File: src/rtl/tanimoto_leader_clustering_core_macros.svh
// assertion helpers shared by the rtl
`ifndef TANIMOTO_LEADER_CLUSTERING_CORE_MACROS_SVH
`define TANIMOTO_LEADER_CLUSTERING_CORE_MACROS_SVH

// same-cycle implication, checked outside reset
`define TLC_ASSERT_NOW(lbl, ante, cons, msg) \
	lbl: assert property (@(posedge clk) disable iff (!arst_n) (ante) |-> (cons)) \
		else $error(msg);

// next-cycle implication, checked outside reset
`define TLC_ASSERT_NEXT(lbl, ante, cons, msg) \
	lbl: assert property (@(posedge clk) disable iff (!arst_n) (ante) |=> (cons)) \
		else $error(msg);

`endif

File: src/rtl/tlc_pkg.sv
package tlc_pkg;

	localparam int FP_WORD_W = 16;
	localparam int ONES_W    = 11;
	localparam int WPP_W     = 7;
	localparam int THR_W     = 17;
	localparam int LIMIT_W   = 10;
	localparam int CLUST_W   = 10;
	localparam int MOL_W     = 10;
	localparam int SIM_W     = 17;
	localparam int SIM_FRAC  = 16;

	localparam logic [1:0] REG_WPP   = 2'd0;
	localparam logic [1:0] REG_THR   = 2'd1;
	localparam logic [1:0] REG_LIMIT = 2'd2;

	localparam logic FUNC_LOAD = 1'b0;
	localparam logic FUNC_PULL = 1'b1;

	typedef struct packed {
		logic start;
		logic force_sim;
	} sim_req_t;

	typedef struct packed {
		logic done;
		logic joins;
	} sim_rsp_t;

	function automatic logic [4:0] popcount16(input logic [15:0] v);
		logic [4:0] n;
		n = '0;
		for (int i = 0; i < 16; i++) begin
			n = n + 5'(v[i]);
		end
		return n;
	endfunction

endpackage

File: src/rtl/tlc_sim.sv
module tlc_sim import tlc_pkg::*; #(
	parameter int IW = 11
) (
	input  logic              clk,
	input  logic              arst_n,
	input  sim_req_t          req,
	input  logic [IW-1:0]     inter,
	input  logic [ONES_W-1:0] ones_a,
	input  logic [ONES_W-1:0] ones_b,
	input  logic [THR_W-1:0]  thr,
	output sim_rsp_t          rsp,
	output logic [SIM_W-1:0]  sim
);

	localparam int UW = ((IW > ONES_W) ? IW : ONES_W) + 2;
	localparam int PW = UW + THR_W;

	localparam logic [2:0] S_IDLE = 3'd0;
	localparam logic [2:0] S_MUL  = 3'd1;
	localparam logic [2:0] S_TEST = 3'd2;
	localparam logic [2:0] S_DIV  = 3'd3;
	localparam logic [2:0] S_DONE = 3'd4;

	logic [2:0]          state_q;
	logic signed [UW-1:0] uni_q;
	logic [IW-1:0]       inter_q;
	logic                force_q;
	logic [PW-1:0]       prod_q;
	logic [UW-1:0]       rem_q;
	logic [SIM_FRAC-1:0] quo_q;
	logic [3:0]          cnt_q;
	logic                joins_q;
	logic [SIM_W-1:0]    sim_q;

	logic [UW-2:0] uni_mag;
	logic [PW-1:0] lhs;
	logic          join_now;
	logic [UW-1:0] rem_sh;
	logic          sub_ok;

	assign uni_mag  = uni_q[UW-2:0];
	assign lhs      = PW'({inter_q, {SIM_FRAC{1'b0}}});
	assign join_now = lhs > prod_q;
	assign rem_sh   = {rem_q[UW-2:0], 1'b0};
	assign sub_ok   = rem_sh >= UW'(uni_mag);

	always_ff @(posedge clk or negedge arst_n) begin
		if (!arst_n) begin
			state_q <= S_IDLE;
		end else begin
			unique case (state_q)
				S_IDLE: if (req.start) state_q <= S_MUL;
				S_MUL:  state_q <= (uni_q <= 0) ? S_DONE : S_TEST;
				S_TEST: begin
					if ((join_now || force_q) && (UW'(inter_q) < UW'(uni_mag))) begin
						state_q <= S_DIV;
					end else begin
						state_q <= S_DONE;
					end
				end
				S_DIV:  if (cnt_q == 4'd15) state_q <= S_DONE;
				S_DONE: state_q <= S_IDLE;
				default: state_q <= S_IDLE;
			endcase
		end
	end

	always_ff @(posedge clk) begin
		case (state_q)
			S_IDLE: begin
				uni_q   <= $signed(UW'(ones_a) + UW'(ones_b) - UW'(inter));
				inter_q <= inter;
				force_q <= req.force_sim;
			end
			S_MUL: begin
				prod_q  <= PW'(thr) * PW'(uni_mag);
				joins_q <= 1'b0;
				sim_q   <= '0;
			end
			S_TEST: begin
				joins_q <= join_now;
				rem_q   <= UW'(inter_q);
				cnt_q   <= '0;
				// similarity of one or more saturates
				if (UW'(inter_q) >= UW'(uni_mag)) begin
					sim_q <= SIM_W'(1) << SIM_FRAC;
				end
			end
			S_DIV: begin
				rem_q <= sub_ok ? (rem_sh - UW'(uni_mag)) : rem_sh;
				quo_q <= {quo_q[SIM_FRAC-2:0], sub_ok};
				cnt_q <= cnt_q + 4'd1;
				if (cnt_q == 4'd15) begin
					sim_q <= {1'b0, quo_q[SIM_FRAC-2:0], sub_ok};
				end
			end
			default: ;
		endcase
	end

	assign rsp.done  = state_q == S_DONE;
	assign rsp.joins = joins_q;
	assign sim       = sim_q;

endmodule

File: config.mk
export PLATFORM = sky130hd
export DESIGN_NAME = tlc_sim
export DESIGN_NICKNAME = d
export VERILOG_FILES = /design/src/rtl/tanimoto_leader_clustering_core_macros.svh /design/src/rtl/tlc_pkg.sv /design/src/rtl/tlc_sim.sv
export SDC_FILE = /design/constraint.sdc
export NUM_CORES = 1
export LEC_CHECK = 0
export BUFFER_PORTS_ARGS = -buffer_cell sky130_fd_sc_hd__buf_2
export CORE_MARGIN = 8
export CORE_UTILIZATION = 35
export DETAILED_ROUTE_END_ITERATION = 10
export PLACE_DENSITY = 0.58
export SYNTH_ARGS = -nofsm -noshare
export SYNTH_HDL_FRONTEND = slang
export SYNTH_SLANG_ARGS = --single-unit
export TNS_END_PERCENT = 20
File: constraint.sdc
create_clock -name clk -period 8.45 [get_ports clk]
set_clock_uncertainty 0.05 [all_clocks]
set_input_delay 2.535 -clock clk [delete_from_list [all_inputs] [get_ports clk]]
set_output_delay 2.535 -clock clk [all_outputs]
set_load 0.05 [all_outputs]
==> results of run 1 <==
## Yosys cell counts (3+ instances only)
cell,number
a31oi_1,7
a21o_1,14
nor4_1,8
a21oi_1,55
nor3_1,9
xnor2_1,29
buf_1,4
o21a_1,13
or2_2,6
nor2_1,41
o21ai_0,21
xor2_1,7
and3_1,20
inv_1,267
nor3b_1,4
nor2b_1,14
o31ai_1,5
nand2_1,159
nand3_1,13
dfrtp_1,3
o2111ai_1,4
ha_1,114
clkbuf_1,41
o21bai_1,3
edfxtp_1,103
fa_1,162
and2_1,76
nand2b_1,6
a211oi_1,5
## path summary, 6_finish.rpt
path	from	end	slack, ps	cells after the start
worst max-delay path	thr[12]	prod_q[27]	1020	17
worst min-delay path	quo_q[12]	quo_q[13]	400	0
worst max register to register	uni_q[7]	prod_q[27]	2370	16
worst min register to register	quo_q[12]	quo_q[13]	400	0
max in group asynchronous	arst_n	state_q[0]	6320	1
min in group asynchronous	arst_n	state_q[2]	1910	1
## state kept, by name, summed over array words and instances, names as in the netlist
signal / cells
prod_q: 29
uni_q: 13
force_q: 1
inter_q: 11
quo_q: 15
cnt_q: 4
joins_q: 1
rem_q: 12
state_q: 3
sim: 17
## layer usage
layer	vias to the layer above	global-route usage (%)
li1	4088	-
met3	23	2.06
met5	-	0
met1	4335	18.9
met2	176	25.5
met4	0	3.08
## kinds of logic after synthesis
group                      count (synthesis)  synth area share, %
muxes                                      2                0.163
DFF                                      106                 25.9
AOI/OAI and AO/OA                        158                 9.00
xor gates and xnor gates                  36                 2.57
adders and majority gates                276                 38.1
and+or+nand+nor                          366                 14.6
buffers and inverters                    316                 9.73
## per-stage QoR
step	utilization, %	cells
after global routing	38.8	1762
after detailed placement	37.8	1746
after floorplan	-	1260
after global placement	37.8	1746
after CTS	38.8	1762
final	38.8	1762
## final cells by class
class | instances | area [µm²]
fillers | 3526 | 21200
repair buffers | 79 | 413
well taps | 455 | 569
inverters | 268 | 1010
clock buffers | 9 | 225
flip-flops and latches | 106 | 3170
clock inverters | 7 | 96.3
multi-input cells | 838 | 7910
==> impl_metrics.json, run 1 <==
{
  "status": "finished, final reports clean",
  "fp.dieArea_um2": 41300,
  "initial_core_util_pct": 35.5,
  "track_usage_pct": 14.6,
  "path_common_cell": "fa_1",
  "path_buf_inv": 3,
  "synth_area_leaders": "fa_1, edfxtp_1, ha_1",
  "synth_top_area_share_pct": 26.5,
  "fin_ws_ps": 1020,
  "synth_seq_cells": 106,
  "clkTransAtPathRegs_ps": 80,
  "core_area_um2": 34500,
  "dr_wl_met2_um": 14300,
  "hold_viol_final": 0,
  "critPathMaxStageDelay_ps": 550,
  "syn_nets": 1590,
  "die_y_um": 203,
  "antenna_found_initial": 1,
  "syn_inst": 1260,
  "seq_area_frac_synth_pct": 25.9,
  "dp_hpwl_um": 22600,
  "max-slew-margin-rel_pct": 26.6,
  "grt.overflow.total": 0,
  "cpMaxStageDelayCell": "fa_1",
  "end_kind": "register",
  "maxCapViolCount": 0,
  "setup.worst_path.start_class": "primary input",
  "worstSetupPathType": "primary input to register",
  "place_ws_ps": 641,
  "insertedDiodeCount": 0,
  "cts_tree": "built",
  "slew_viol_final": 0,
  "wl_met3_um": 1210,
  "hold_slack_ps": 397,
  "arrival_ps": 7480,
  "design.final.nets": 1632,
  "grt_max_degree": 35,
  "syn_avg_cell_area_um2": 9.73,
  "synth_area_leader_cell": "fa_1",
  "period_minus_slack_ps": 7430,
  "syn_area_um2": 12300,
  "clock_sinks": 106,
  "grt_pass1_vias": 9399,
  "fmax_mhz": 134,
  "fin_area_um2": 13400,
  "wl_per_cell_um": 16.3,
  "areaGrowthSynthToFinish_pct": 9.28,
  "layout_commonest_cell": "inv_1",
  "tns_ps": 0,
  "drc": 0,
  "clk_latency_ps": 360,
  "wirelength_um": 28600,
  "row_count": 68,
  "placed_area_um2": 13100,
  "cts_buffer_depth": 2,
  "top_level_ports": 73,
  "rsz0062_at_grt": "false",
  "fp.dieW_um": 203,
  "worst_pin_slew_ps": 1100,
  "mostFrequentLayoutCells": "inv_1, fa_1, nand2_1",
  "synth_cell_types": 65,
  "wl_met1_um": 12800,
  "detail_route.vias_per_cell": 4.89,
  "crit_fanout": 12,
  "io_buffers": 72,
  "grt_pass1_wl_um": 48300,
  "ctsHoldBuffers": 0,
  "htree_levels": 3,
  "firstDrtPassIters": 4,
  "synth-edff-count": 103,
  "worst-endpoint-required_ps": 8490,
  "postCtsSetupRepairBufs": 0,
  "gp_congestion": 0.850,
  "synth_flop_cell": "edfxtp_1",
  "ys_async_sr_fraction_pct": 2.83,
  "fin_crit_sh_pct": 88.0,
  "vias": 8622,
  "drive_gt1_share_pct": 9.03,
  "cts-root-buf": "clkbuf_16",
  "cts_resized": 0,
  "cts_buffers": 9,
  "drtIter0Drc": 498,
  "yosysWarnings": 0,
  "crit_family": "adder cells",
  "setup_viol": 0,
  "ant_nets": 0,
  "min_path_type": "register to register",
  "top_layer": "met4",
  "path_cells": "buf_2, and2_1, fa_1, fa_1, fa_1, fa_1, inv_1, fa_1, inv_1, ha_1, a21o_1, a21o_1, a221oi_2, o31ai_4, a31oi_4, mux2i_1, o2111ai_1"
}
Power of run 1 is left out: the tool's default activity adds up to more than one toggle a clock period on the data nets, which glitch-free logic cannot reach.
==> run 2, diff against run 1 <==
--- a/config.mk
+++ b/config.mk
@@ -10,2 +10,3 @@
 export CORE_UTILIZATION = 35
+export CTS_BUF_LIST = sky130_fd_sc_hd__clkbuf_4 sky130_fd_sc_hd__clkbuf_8
 export DETAILED_ROUTE_END_ITERATION = 10
==> constraint.sdc (replaced) <==
create_clock -name clk -period 8.45 [get_ports clk]
set_clock_uncertainty 0.05 [all_clocks]
set_input_delay 1.2675 -clock clk [delete_from_list [all_inputs] [get_ports clk]]
set_output_delay 1.2675 -clock clk [all_outputs]
set_load 0.05 [all_outputs]
==> impl_metrics.json, run 2 (same netlist as run 1, synthesis figures left out) <==
{
  "path_common_cell": "fa_1",
  "top_level_ports": 73,
  "die_y_um": 203,
  "htree_levels": 3,
  "track_usage_pct": 14.6,
  "mostFrequentLayoutCells": "inv_1, fa_1, nand2_1",
  "largest-register": "prod_q",
  "cp-startpoint": "thr[5]",
  "period_minus_slack_ps": 6100,
  "firstDrtPassIters": 6,
  "row_count": 68,
  "clk_latency_ps": 390,
  "grt_pass1_wl_um": 48500,
  "crit_fanout": 12,
  "setup.worst_path.start_class": "primary input",
  "hold_viol_final": 0,
  "maxCapViolCount": 0,
  "place_ws_ps": 1910,
  "max-slew-margin-rel_pct": 27.0,
  "largest_reg_flops": 29,
  "fin_crit_sh_pct": 72.1,
  "path_cells": "buf_2, nand2_1, fa_1, fa_1, fa_1, inv_1, fa_1, inv_1, fa_1, inv_1, ha_1, or2_2, o21a_1, a221oi_4, o31ai_4, a31oi_4, mux2i_1, o2111ai_1",
  "grt_pass1_vias": 9441,
  "wl_per_cell_um": 16.3,
  "wirelength_um": 28700,
  "ctsHoldBuffers": 0,
  "antenna_found_initial": 0,
  "holdPathStages": 0,
  "clkTransAtPathRegs_ps": 110,
  "io_buffers": 72,
  "design.final.nets": 1632,
  "cts_tree": "built",
  "multi_input_area_um2": 7910,
  "drc": 0,
  "vias": 8634,
  "gp_congestion": 0.849,
  "hold_path_startpoint": "quo_q[12]",
  "cts-root-buf": "clkbuf_8",
  "fmax_mhz": 164,
  "drive_gt1_share_pct": 9.03,
  "n_fill_cell": 3501,
  "core_area_um2": 34500,
  "reg2reg_depth": 17,
  "cts_buffer_depth": 2,
  "cpMaxStageDelayCell": "fa_1",
  "critPathMaxStageDelay_ps": 610,
  "worst-endpoint-required_ps": 8530,
  "clock_sinks": 106,
  "arrival_ps": 6180,
  "grt.overflow.total": 0,
  "cts_resized": 0,
  "r2r-end": "prod_q[27]",
  "end_kind": "register",
  "tns_ps": 0,
  "grt_max_degree": 35,
  "min_path_type": "register to register",
  "setup.worst_path.end": "prod_q[27]",
  "insertedDiodeCount": 0,
  "worstSetupPathType": "primary input to register",
  "rsz0062_at_grt": "false",
  "layout_commonest_cell": "inv_1",
  "reg2reg_from": "uni_q[4]",
  "postCtsSetupRepairBufs": 0,
  "worst_pin_slew_ps": 1090,
  "ant_nets": 0,
  "initial_core_util_pct": 35.5,
  "drtIter0Drc": 468,
  "status": "finished, final reports clean",
  "ff_latch_area_um2": 3170,
  "fp.dieArea_um2": 41300,
  "fin_ws_ps": 2350,
  "detail_route.vias_per_cell": 4.90,
  "fp.dieW_um": 203,
  "slew_viol_final": 0,
  "cts_buffers": 9,
  "r2r_slack_ps": 2430,
  "areaGrowthSynthToFinish_pct": 8.41,
  "dp_hpwl_um": 22700,
  "setup_viol": 0
}
run 2: layout make-up:
class | count | share of cell area (%)
multi-input cells | 838 | 59.6
flip-flops and latches | 106 | 23.8
inverters | 268 | 7.57
well taps | 455 | 4.29
repair buffers | 79 | 3.11
clock buffers | 9 | 0.932
clock inverters | 7 | 0.688
run 2: layer usage:
metal,part of all wire [%],track usage [%]
met5,0,0
met4,1.6,3.26
met3,4.1,2.42
met2,50,25.7
met1,44,18.6
run 2: critical path, delay by kind of cell:
kind	cells	cell delay [ps]
fa+ha+maj	6	2900
compound gates	5	1020
simple gates	2	400
buf+inv	4	360
mux	1	200
run 2: worst min path at each step:
| stage | end | slack (ps) |
|---|---|---|
| CTS | quo_q[13] | 410 |
| global placement | quo_q[14] | 370 |
| floorplan | quo_q[10] | 370 |
| detailed placement | quo_q[13] | 380 |
| finish | quo_q[13] | 400 |
| global route | quo_q[1] | 430 |
run 2: stage by stage:
step | instances | util (%) | area, µm² | hold slack (ps)
after global placement | 1746 | 37.8 | 13100 | 373
after CTS | 1762 | 38.5 | 13300 | 406
after floorplan | 1260 | - | 12300 | 368
after global routing | 1762 | 38.5 | 13300 | 430
final | 1762 | 38.5 | 13300 | 404
after detailed placement | 1746 | 37.8 | 13100 | 378
Power of run 2 is left out for the same reason.
